==> src/rtl/ucv_pkg.sv <==
package ucv_pkg;

  localparam logic [15:0] UDP_PROTO_WORD = 16'd17;
  localparam logic [15:0] COUNT_MAX      = 16'hFFFF;
  localparam logic [15:0] HDR_BYTES      = 16'd8;
  localparam logic [15:0] CSUM_HI        = 16'd6;
  localparam logic [15:0] CSUM_LO        = 16'd7;

  localparam int QUEUE_DEPTH = 4;
  localparam int QUEUE_AW    = $clog2(QUEUE_DEPTH);

  typedef struct packed {
    logic [7:0]  data;
    logic        seg_zero;
    logic        hdr_we;
    logic [2:0]  hdr_idx;
    logic        last;
    logic [15:0] count;
  } entry_t;

  typedef struct packed {
    logic [15:0] sum;
    logic [15:0] count;
    logic [63:0] header;
  } fin_t;

  typedef struct packed {
    logic [15:0] source_port;
    logic [15:0] dest_port;
    logic [15:0] length_field;
    logic [15:0] stored_checksum;
    logic [15:0] computed_checksum;
    logic        checksum_good;
    logic        checksum_checked;
  } result_t;

  function automatic logic [15:0] add_ones(logic [15:0] a, logic [15:0] b);
    logic [16:0] s;
    s = {1'b0, a} + {1'b0, b};
    return s[15:0] + {15'd0, s[16]};
  endfunction

endpackage

==> src/rtl/ucv_if.sv <==
interface ucv_byte_if;
  logic       valid;
  logic       ready;
  logic       mode;
  logic [7:0] data_byte;
  logic       last;

  modport source (output valid, mode, data_byte, last, input ready);
  modport sink (input valid, mode, data_byte, last, output ready);
endinterface

interface ucv_result_if;
  logic        valid;
  logic        ready;
  logic [15:0] source_port;
  logic [15:0] dest_port;
  logic [15:0] length_field;
  logic [15:0] stored_checksum;
  logic [15:0] computed_checksum;
  logic        checksum_good;
  logic        checksum_checked;

  modport source (output valid, source_port, dest_port, length_field, stored_checksum,
                  computed_checksum, checksum_good, checksum_checked, input ready);
  modport sink (input valid, source_port, dest_port, length_field, stored_checksum,
                computed_checksum, checksum_good, checksum_checked, output ready);
endinterface

interface ucv_cfg_if;
  logic valid;
  logic ready;
  logic check_enable;

  modport source (output valid, check_enable, input ready);
  modport sink (input valid, check_enable, output ready);
endinterface

==> src/rtl/ucv_front.sv <==
module ucv_front import ucv_pkg::*; (
  input  logic   clk,
  input  logic   rst,
  ucv_byte_if.sink byte_in,
  input  logic   q_ready,
  output logic   q_valid,
  output entry_t q_entry
);

  logic [15:0] count;
  logic [15:0] count_inc;
  logic        seg;
  logic        accept;

  assign seg       = byte_in.mode;
  assign count_inc = (count < COUNT_MAX) ? count + 16'd1 : count;
  assign accept    = byte_in.valid && q_ready;

  assign byte_in.ready = q_ready;
  assign q_valid       = byte_in.valid;

  always_comb begin
    q_entry.data     = byte_in.data_byte;
    q_entry.seg_zero = seg && (count == CSUM_HI || count == CSUM_LO);
    q_entry.hdr_we   = seg && (count < HDR_BYTES);
    q_entry.hdr_idx  = count[2:0];
    q_entry.last     = byte_in.last;
    q_entry.count    = seg ? count_inc : count;
  end

  always_ff @(posedge clk) begin
    if (rst) begin
      count <= '0;
    end else if (accept) begin
      if (byte_in.last) begin
        count <= '0;
      end else if (seg) begin
        count <= count_inc;
      end
    end
  end

endmodule

==> src/rtl/ucv_queue.sv <==
module ucv_queue import ucv_pkg::*; (
  input  logic   clk,
  input  logic   rst,
  input  logic   wr_valid,
  output logic   wr_ready,
  input  entry_t wr_data,
  output logic   rd_valid,
  input  logic   rd_ready,
  output entry_t rd_data
);

  entry_t              mem [QUEUE_DEPTH];
  logic [QUEUE_AW-1:0] wr_ptr;
  logic [QUEUE_AW-1:0] rd_ptr;
  logic [QUEUE_AW:0]   fill;
  logic                push;
  logic                pop;

  assign wr_ready = (fill != (QUEUE_AW+1)'(QUEUE_DEPTH));
  assign rd_valid = (fill != '0);
  assign push     = wr_valid && wr_ready;
  assign pop      = rd_valid && rd_ready;
  assign rd_data  = mem[rd_ptr];

  always_ff @(posedge clk) begin
    if (push) begin
      mem[wr_ptr] <= wr_data;
    end
  end

  always_ff @(posedge clk) begin
    if (rst) begin
      wr_ptr <= '0;
      rd_ptr <= '0;
      fill   <= '0;
    end else begin
      if (push) begin
        wr_ptr <= wr_ptr + QUEUE_AW'(1);
      end
      if (pop) begin
        rd_ptr <= rd_ptr + QUEUE_AW'(1);
      end
      if (push && !pop) begin
        fill <= fill + (QUEUE_AW+1)'(1);
      end else if (pop && !push) begin
        fill <= fill - (QUEUE_AW+1)'(1);
      end
    end
  end

endmodule

==> src/rtl/ucv_back.sv <==
module ucv_back import ucv_pkg::*; (
  input  logic   clk,
  input  logic   rst,
  input  logic   check_enable,
  input  logic   rd_valid,
  output logic   rd_ready,
  input  entry_t rd_data,
  ucv_result_if.source result_out
);

  logic [15:0] acc;
  logic [7:0]  held;
  logic        odd;
  logic [63:0] header;
  logic [63:0] hdr_new;
  logic        fin_valid;
  fin_t        fin;
  result_t     res;
  logic        out_valid;

  logic        out_free;
  logic        fin_free;
  logic        pop;
  logic [7:0]  sum_byte;
  logic [15:0] word;
  logic [15:0] acc_add;
  logic [17:0] s3;
  logic [16:0] f1;
  logic [15:0] f2;
  logic [15:0] cmp;
  logic        enabled;

  assign out_free = !out_valid || result_out.ready;
  assign fin_free = !fin_valid || out_free;
  assign rd_ready = !rd_data.last || fin_free;
  assign pop      = rd_valid && rd_ready;

  assign sum_byte = rd_data.seg_zero ? 8'h00 : rd_data.data;
  assign word     = odd ? {held, sum_byte} : {sum_byte, 8'h00};
  assign acc_add  = add_ones(acc, word);

  always_comb begin
    hdr_new = header;
    for (int i = 0; i < 8; i++) begin
      if (rd_data.hdr_we && rd_data.hdr_idx == 3'(i)) begin
        hdr_new[8*(7-i) +: 8] = rd_data.data;
      end
    end
  end

  // The protocol word and the length are folded in with a three-input add.
  assign s3 = {2'b00, fin.sum} + {2'b00, fin.count} + {2'b00, UDP_PROTO_WORD};
  assign f1 = {1'b0, s3[15:0]} + {15'd0, s3[17:16]};
  assign f2 = f1[15:0] + {15'd0, f1[16]};
  assign cmp = (~f2 == 16'h0000) ? 16'hFFFF : ~f2;
  assign enabled = check_enable && (fin.count >= HDR_BYTES);

  always_ff @(posedge clk) begin
    if (rst) begin
      acc       <= '0;
      held      <= '0;
      odd       <= 1'b0;
      header    <= '0;
      fin_valid <= 1'b0;
    end else begin
      if (pop && rd_data.last) begin
        fin_valid <= 1'b1;
      end else if (out_free) begin
        fin_valid <= 1'b0;
      end
      if (pop) begin
        if (rd_data.last) begin
          acc        <= '0;
          held       <= '0;
          odd        <= 1'b0;
          header     <= '0;
          fin.sum    <= acc_add;
          fin.count  <= rd_data.count;
          fin.header <= hdr_new;
        end else begin
          header <= hdr_new;
          if (odd) begin
            acc  <= acc_add;
            held <= '0;
            odd  <= 1'b0;
          end else begin
            held <= sum_byte;
            odd  <= 1'b1;
          end
        end
      end
    end
  end

  always_ff @(posedge clk) begin
    if (rst) begin
      out_valid <= 1'b0;
    end else if (fin_valid && out_free) begin
      out_valid <= 1'b1;
    end else if (result_out.ready) begin
      out_valid <= 1'b0;
    end
  end

  always_ff @(posedge clk) begin
    if (fin_valid && out_free) begin
      res.source_port       <= fin.header[63:48];
      res.dest_port         <= fin.header[47:32];
      res.length_field      <= fin.header[31:16];
      res.stored_checksum   <= fin.header[15:0];
      res.computed_checksum <= enabled ? cmp : 16'h0000;
      res.checksum_good     <= enabled && (cmp == fin.header[15:0]);
      res.checksum_checked  <= check_enable;
    end
  end

  assign result_out.valid             = out_valid;
  assign result_out.source_port       = res.source_port;
  assign result_out.dest_port         = res.dest_port;
  assign result_out.length_field      = res.length_field;
  assign result_out.stored_checksum   = res.stored_checksum;
  assign result_out.computed_checksum = res.computed_checksum;
  assign result_out.checksum_good     = res.checksum_good;
  assign result_out.checksum_checked  = res.checksum_checked;

endmodule

==> src/rtl/udp_checksum_verifier.sv <==
// Channel     Role   Beat
// byte_in     sink   mode, data_byte, last: one packet byte
// result_out  source header fields, computed checksum, flags: one per packet
// cfg         sink   check_enable write
//
// One byte is taken per cycle unless the queue is full; results pass through fin, then res.
// The rate is set by the single 16-bit end-around add in the accumulator.
// A four-entry queue separates byte classification from the accumulator, so
// a stalled result holds back input only once that queue has filled.
// Synchronous reset clears all packet state and sets check_enable to one.
module udp_checksum_verifier import ucv_pkg::*; (
  input logic clk,
  input logic rst,
  ucv_byte_if.sink     byte_in,
  ucv_result_if.source result_out,
  ucv_cfg_if.sink      cfg
);

  logic   check_enable;
  logic   q_wr_valid;
  logic   q_wr_ready;
  entry_t q_wr_data;
  logic   q_rd_valid;
  logic   q_rd_ready;
  entry_t q_rd_data;

  assign cfg.ready = 1'b1;

  always_ff @(posedge clk) begin
    if (rst) begin
      check_enable <= 1'b1;
    end else if (cfg.valid) begin
      check_enable <= cfg.check_enable;
    end
  end

  ucv_front u_front (
    .clk     (clk),
    .rst     (rst),
    .byte_in (byte_in),
    .q_ready (q_wr_ready),
    .q_valid (q_wr_valid),
    .q_entry (q_wr_data)
  );

  ucv_queue u_queue (
    .clk      (clk),
    .rst      (rst),
    .wr_valid (q_wr_valid),
    .wr_ready (q_wr_ready),
    .wr_data  (q_wr_data),
    .rd_valid (q_rd_valid),
    .rd_ready (q_rd_ready),
    .rd_data  (q_rd_data)
  );

  ucv_back u_back (
    .clk          (clk),
    .rst          (rst),
    .check_enable (check_enable),
    .rd_valid     (q_rd_valid),
    .rd_ready     (q_rd_ready),
    .rd_data      (q_rd_data),
    .result_out   (result_out)
  );

endmodule

==> src/flat_wrapper.sv <==
// flat-port wrapper written by rule: the top's interface ports become plain ports
module udp_checksum_verifier_flat import ucv_pkg::*;
  (clk, rst, byte_in_valid, byte_in_mode, byte_in_data_byte, byte_in_last, byte_in_ready, result_out_valid, result_out_source_port, result_out_dest_port, result_out_length_field, result_out_stored_checksum, result_out_computed_checksum, result_out_checksum_good, result_out_checksum_checked, result_out_ready, cfg_valid, cfg_check_enable, cfg_ready);
  ucv_byte_if byte_in_i ();
  ucv_result_if result_out_i ();
  ucv_cfg_if cfg_i ();
  input logic clk;
  input logic rst;
  input wire logic [$bits(byte_in_i.valid)-1:0] byte_in_valid;
  input wire logic [$bits(byte_in_i.mode)-1:0] byte_in_mode;
  input wire logic [$bits(byte_in_i.data_byte)-1:0] byte_in_data_byte;
  input wire logic [$bits(byte_in_i.last)-1:0] byte_in_last;
  output wire logic [$bits(byte_in_i.ready)-1:0] byte_in_ready;
  output wire logic [$bits(result_out_i.valid)-1:0] result_out_valid;
  output wire logic [$bits(result_out_i.source_port)-1:0] result_out_source_port;
  output wire logic [$bits(result_out_i.dest_port)-1:0] result_out_dest_port;
  output wire logic [$bits(result_out_i.length_field)-1:0] result_out_length_field;
  output wire logic [$bits(result_out_i.stored_checksum)-1:0] result_out_stored_checksum;
  output wire logic [$bits(result_out_i.computed_checksum)-1:0] result_out_computed_checksum;
  output wire logic [$bits(result_out_i.checksum_good)-1:0] result_out_checksum_good;
  output wire logic [$bits(result_out_i.checksum_checked)-1:0] result_out_checksum_checked;
  input wire logic [$bits(result_out_i.ready)-1:0] result_out_ready;
  input wire logic [$bits(cfg_i.valid)-1:0] cfg_valid;
  input wire logic [$bits(cfg_i.check_enable)-1:0] cfg_check_enable;
  output wire logic [$bits(cfg_i.ready)-1:0] cfg_ready;
  assign byte_in_i.valid = byte_in_valid;
  assign byte_in_i.mode = byte_in_mode;
  assign byte_in_i.data_byte = byte_in_data_byte;
  assign byte_in_i.last = byte_in_last;
  assign byte_in_ready = byte_in_i.ready;
  assign result_out_valid = result_out_i.valid;
  assign result_out_source_port = result_out_i.source_port;
  assign result_out_dest_port = result_out_i.dest_port;
  assign result_out_length_field = result_out_i.length_field;
  assign result_out_stored_checksum = result_out_i.stored_checksum;
  assign result_out_computed_checksum = result_out_i.computed_checksum;
  assign result_out_checksum_good = result_out_i.checksum_good;
  assign result_out_checksum_checked = result_out_i.checksum_checked;
  assign result_out_i.ready = result_out_ready;
  assign cfg_i.valid = cfg_valid;
  assign cfg_i.check_enable = cfg_check_enable;
  assign cfg_ready = cfg_i.ready;
  udp_checksum_verifier u_core (.clk(clk), .rst(rst), .byte_in(byte_in_i), .result_out(result_out_i), .cfg(cfg_i));
endmodule
==> config.mk <==
export PLATFORM = sky130hd
export DESIGN_NAME = udp_checksum_verifier_flat
export DESIGN_NICKNAME = d
export VERILOG_FILES = /design/src/rtl/ucv_pkg.sv /design/src/rtl/ucv_if.sv /design/src/rtl/ucv_front.sv /design/src/rtl/ucv_queue.sv /design/src/rtl/ucv_back.sv /design/src/rtl/udp_checksum_verifier.sv /design/src/flat_wrapper.sv
export SDC_FILE = /design/constraint.sdc
export NUM_CORES = 1
export LEC_CHECK = 0
export BUFFER_PORTS_ARGS = -buffer_cell sky130_fd_sc_hd__buf_2
export CORE_MARGIN = 3
export CORE_UTILIZATION = 60
export DETAILED_ROUTE_END_ITERATION = 16
export PLACE_DENSITY = 0.8
export SLEW_MARGIN = 10
export SYNTH_ARGS = -nofsm -noshare
export SYNTH_HDL_FRONTEND = slang
export SYNTH_SLANG_ARGS = --single-unit
==> constraint.sdc <==
create_clock -name clk -period 18.75 [get_ports clk]
set_clock_uncertainty 0.15 [all_clocks]
set_input_delay 1.875 -clock clk [delete_from_list [all_inputs] [get_ports clk]]
set_output_delay 1.875 -clock clk [all_outputs]
set_load 0.005 [all_outputs]
==> out/summary.txt <==
status: completed
Die Span Y: 182.0 um
Clk pwr share: 23.6%
Hold WC Path Type: reg -> reg
Pins Over Slew Limit: 0
Crit Path Max Fanout: 27
CTS H-tree depth: 2
vias in the first global route: 11.87k
remaining antenna violation count after routing: 0
GRT Total Usage: 23.59%
routed length per instance: 20.21 um
Worst setup SP type: flop
largest net degree at the start of global routing: 92
first-pass GRT wire length: 63200 um
post-CTS setup buffer count: 0
DRT Wirelength: 38990 um
residual DRC count: 0
clk_lat worst skew: 530 ps
Final Hold Vio Count: 0
Crit Path Category: reg -> reg
I/O Buffers: 99
hold_buf cts: 0
Die Area: 33130 um^2
max cap viols: 0
gpl congestion: 0.8935
clk sink count: 415
CP peak stage delay: 660 ps
post-CTS sizing: 0
DR WL met3: 2241 um
Top FF cell, synth: edfxtp_1
detail-routed via count per cell: 6.177
highest metal used: met4
metal2 WL: 19370 um
clock slew at reported path FFs: 60 ps
top-level I/O count: 101
final period utilization: 43.90%
Iter 0 DRT Violations: 1139
Req. time, crit path: 18950 ps
Synth area leaders: edfxtp_1 (48%), dfxtp_1 (13%), a22oi_1 (4.1%), ha_1 (4.0%), mux2_2 (3.8%)
total clock buffers created by CTS: 40
Detailed Place HPWL: 25700 um
Post-synth EDFFs: 298
FP Rows: 63
Synthesized Nets: 1503
Syn Area/Cell: 13.06 um^2
Sw Ratio: 36.33%
# nets final: 1587
Clock Path Buffers: 3
net switching power: 1.177 mW
VDD IR max: 0.0001185 V
Max Fclk: 121.5 MHz
RSZ-0062 raised after global routing: no
total number of vias: 11.92k
Finish-stage setup viols: 0
CTS tree: yes
Post-Synthesis Cells: 1423
asr flop ratio synth: 0%
Yosys top cell by area: edfxtp_1
total grt overflow: 0
P&R area growth vs syn: 11.05%
P_leak: 7.373 nW
share of layout cells above drive strength 1: 19.10%
yosys warns: 0
Logic pwr share: 38.1%
Flop pwr share: 38.3%
max_slew headroom: 27.13%
length of routed wiring on met1: 16520 um
min cycle time layout: 8231 ps
Worst Max-Slew Pin Slew: 1089 ps
most used cell, CP: ha_1
CP Capture Type: flop
Die X-Extent: 182.0 um
initial antenna violation count: 1
Seq/Total Area, Yosys: 60.75%
slowest cell on the critical path: or3_1
Starting Density: 61.73%
Post-synth top cells: edfxtp_1 (298), nor2_1 (155), dfxtp_1 (117)
Antenna diodes: 0
Power Density: 157.0 nW/um^2
fill count: 2051
total negative slack: 0 ps
most instantiated library cell after synthesis: edfxtp_1
Int Power: 2.063 mW
post-synth top area share: 48.15%
Worst Path Arrival: 8430 ps
synthesis-stage register bit count: 415
clock root cell: clkbuf_16
Core Region: 30110 um^2
Detailed Routing Iterations Pass 1: 5
post-synthesis cell area: 18590 um^2
Distinct cells, synth: 85
hold_ws: 267.1 ps
through the flow:
stage | setup slack, ps | power, mW | utilization [%] | instance area [um^2] | cells
2_1_floorplan | 11850 | 2.144 | - | 18590 | 1423
3_3_place_gp | 10860 | 2.456 | 64.36 | 19380 | 1855
3_5_place_dp | 10600 | 2.474 | 64.36 | 19380 | 1855
4_1_cts | 10560 | 3.242 | 68.55 | 20640 | 1929
5_1_grt | 9724 | 3.420 | 68.55 | 20640 | 1929
6_report | 10520 | 3.240 | 68.55 | 20640 | 1929
worst max-delay path: cells and delay by family, from the launching register on:
kind / cells / cell delay, ps
AND/OR/NAND/NOR: 15 / 3700
AO/OA/AOI/OAI: 10 / 2070
adder cells (fa/ha/maj): 6 / 1620
flip-flops: 1 / 390
XOR/XNOR: 1 / 150
final timing paths:
kind / end / slack [ps] / start / cells past startpoint
max: u_core.u_back.result_out.checksum_good / 10520 / u_core.u_back.fin[71] / 32
min: u_core.u_back.result_out.length_field[7] / 270 / u_core.u_back.fin[23] / 0
max reg2reg: u_core.u_back.result_out.checksum_good / 10520 / u_core.u_back.fin[71] / 32
min reg2reg: u_core.u_back.result_out.length_field[7] / 270 / u_core.u_back.fin[23] / 0
cells by family (layout without fill, tap and decap cells):
family / Yosys count / count (layout) / synth area share [%]
xor gates and xnor gates: 78 / 78 / 3.830
and+or+nand+nor: 393 / 393 / 10.49
AOI/OAI and AO/OA: 279 / 279 / 10.57
muxes: 97 / 97 / 7.661
buffers and inverters: 95 / 211 / 2.161
DFF: 415 / 415 / 60.75
adders and majority gates: 65 / 65 / 4.524
other: 1 / 1 / 0.02018
power groups by stage:
stage / registers [mW] / clock network, mW / logic [mW]
after global routing: 1.25 / 0.814 / 1.35
final: 1.24 / 0.766 / 1.23
after CTS: 1.24 / 0.775 / 1.23
after detailed placement: 1.26 / 0 / 1.22
after floorplan: 1.24 / 0 / 0.905
after global placement: 1.25 / 0 / 1.21
routing by layer:
| metal | vias up | track usage [%] |
|---|---|---|
| met5 | - | 0 |
| met1 | 5880 | 32.55 |
| li1 | 5570 | - |
| met2 | 396 | 39.90 |
| met4 | 0 | 6.520 |
| met3 | 70 | 2.985 |
final cells by class:
cell class / count / area [um^2] / share of cell area [%]
inverter: 28 / 105.1 / 0.5092
clock buffer: 59 / 1155 / 5.595
timing repair buffer: 109 / 573.1 / 2.776
multi-input combinational: 913 / 6919 / 33.52
tap: 390 / 488.0 / 2.364
sequential: 415 / 11290 / 54.71
clock inverter: 15 / 107.6 / 0.5213
sequential cells by signal, summed over array words and instances (netlist names), 8 cells and up, named ones only:
register	cells
u_core.u_back.result_out.length_field	16
u_core.u_back.fin	96
u_core.u_queue.mem	120
u_core.u_back.held	8
u_core.u_back.result_out.source_port	16
u_core.u_back.result_out.dest_port	16
u_core.u_back.acc	16
u_core.u_back.header	64
u_core.u_back.result_out.computed_checksum	16
u_core.u_front.count	16
u_core.u_back.result_out.stored_checksum	16
placed cells by master (no fill, tap or decap), drive strengths merged, types with 13 or more instances in the layout:
cell type / synthesis / layout
nand4: 17 / 17
inv: 28 / 29
o21ai: 37 / 37
nor2b: 17 / 17
nor2: 155 / 155
a21oi: 52 / 52
nand2: 63 / 63
nor3: 18 / 18
mux2: 62 / 62
nand2b: 16 / 16
xor2: 26 / 26
and2: 14 / 14
a22oi: 102 / 102
ha: 60 / 60
nor4: 13 / 13
edfxtp: 298 / 298
nand3: 26 / 26
clkbuf: 52 / 59
mux4: 30 / 30
xnor2: 51 / 51
buf: 15 / 109
dfxtp: 117 / 117
and3: 16 / 16
No activity file was read; power rests on OpenSTA's default activity.
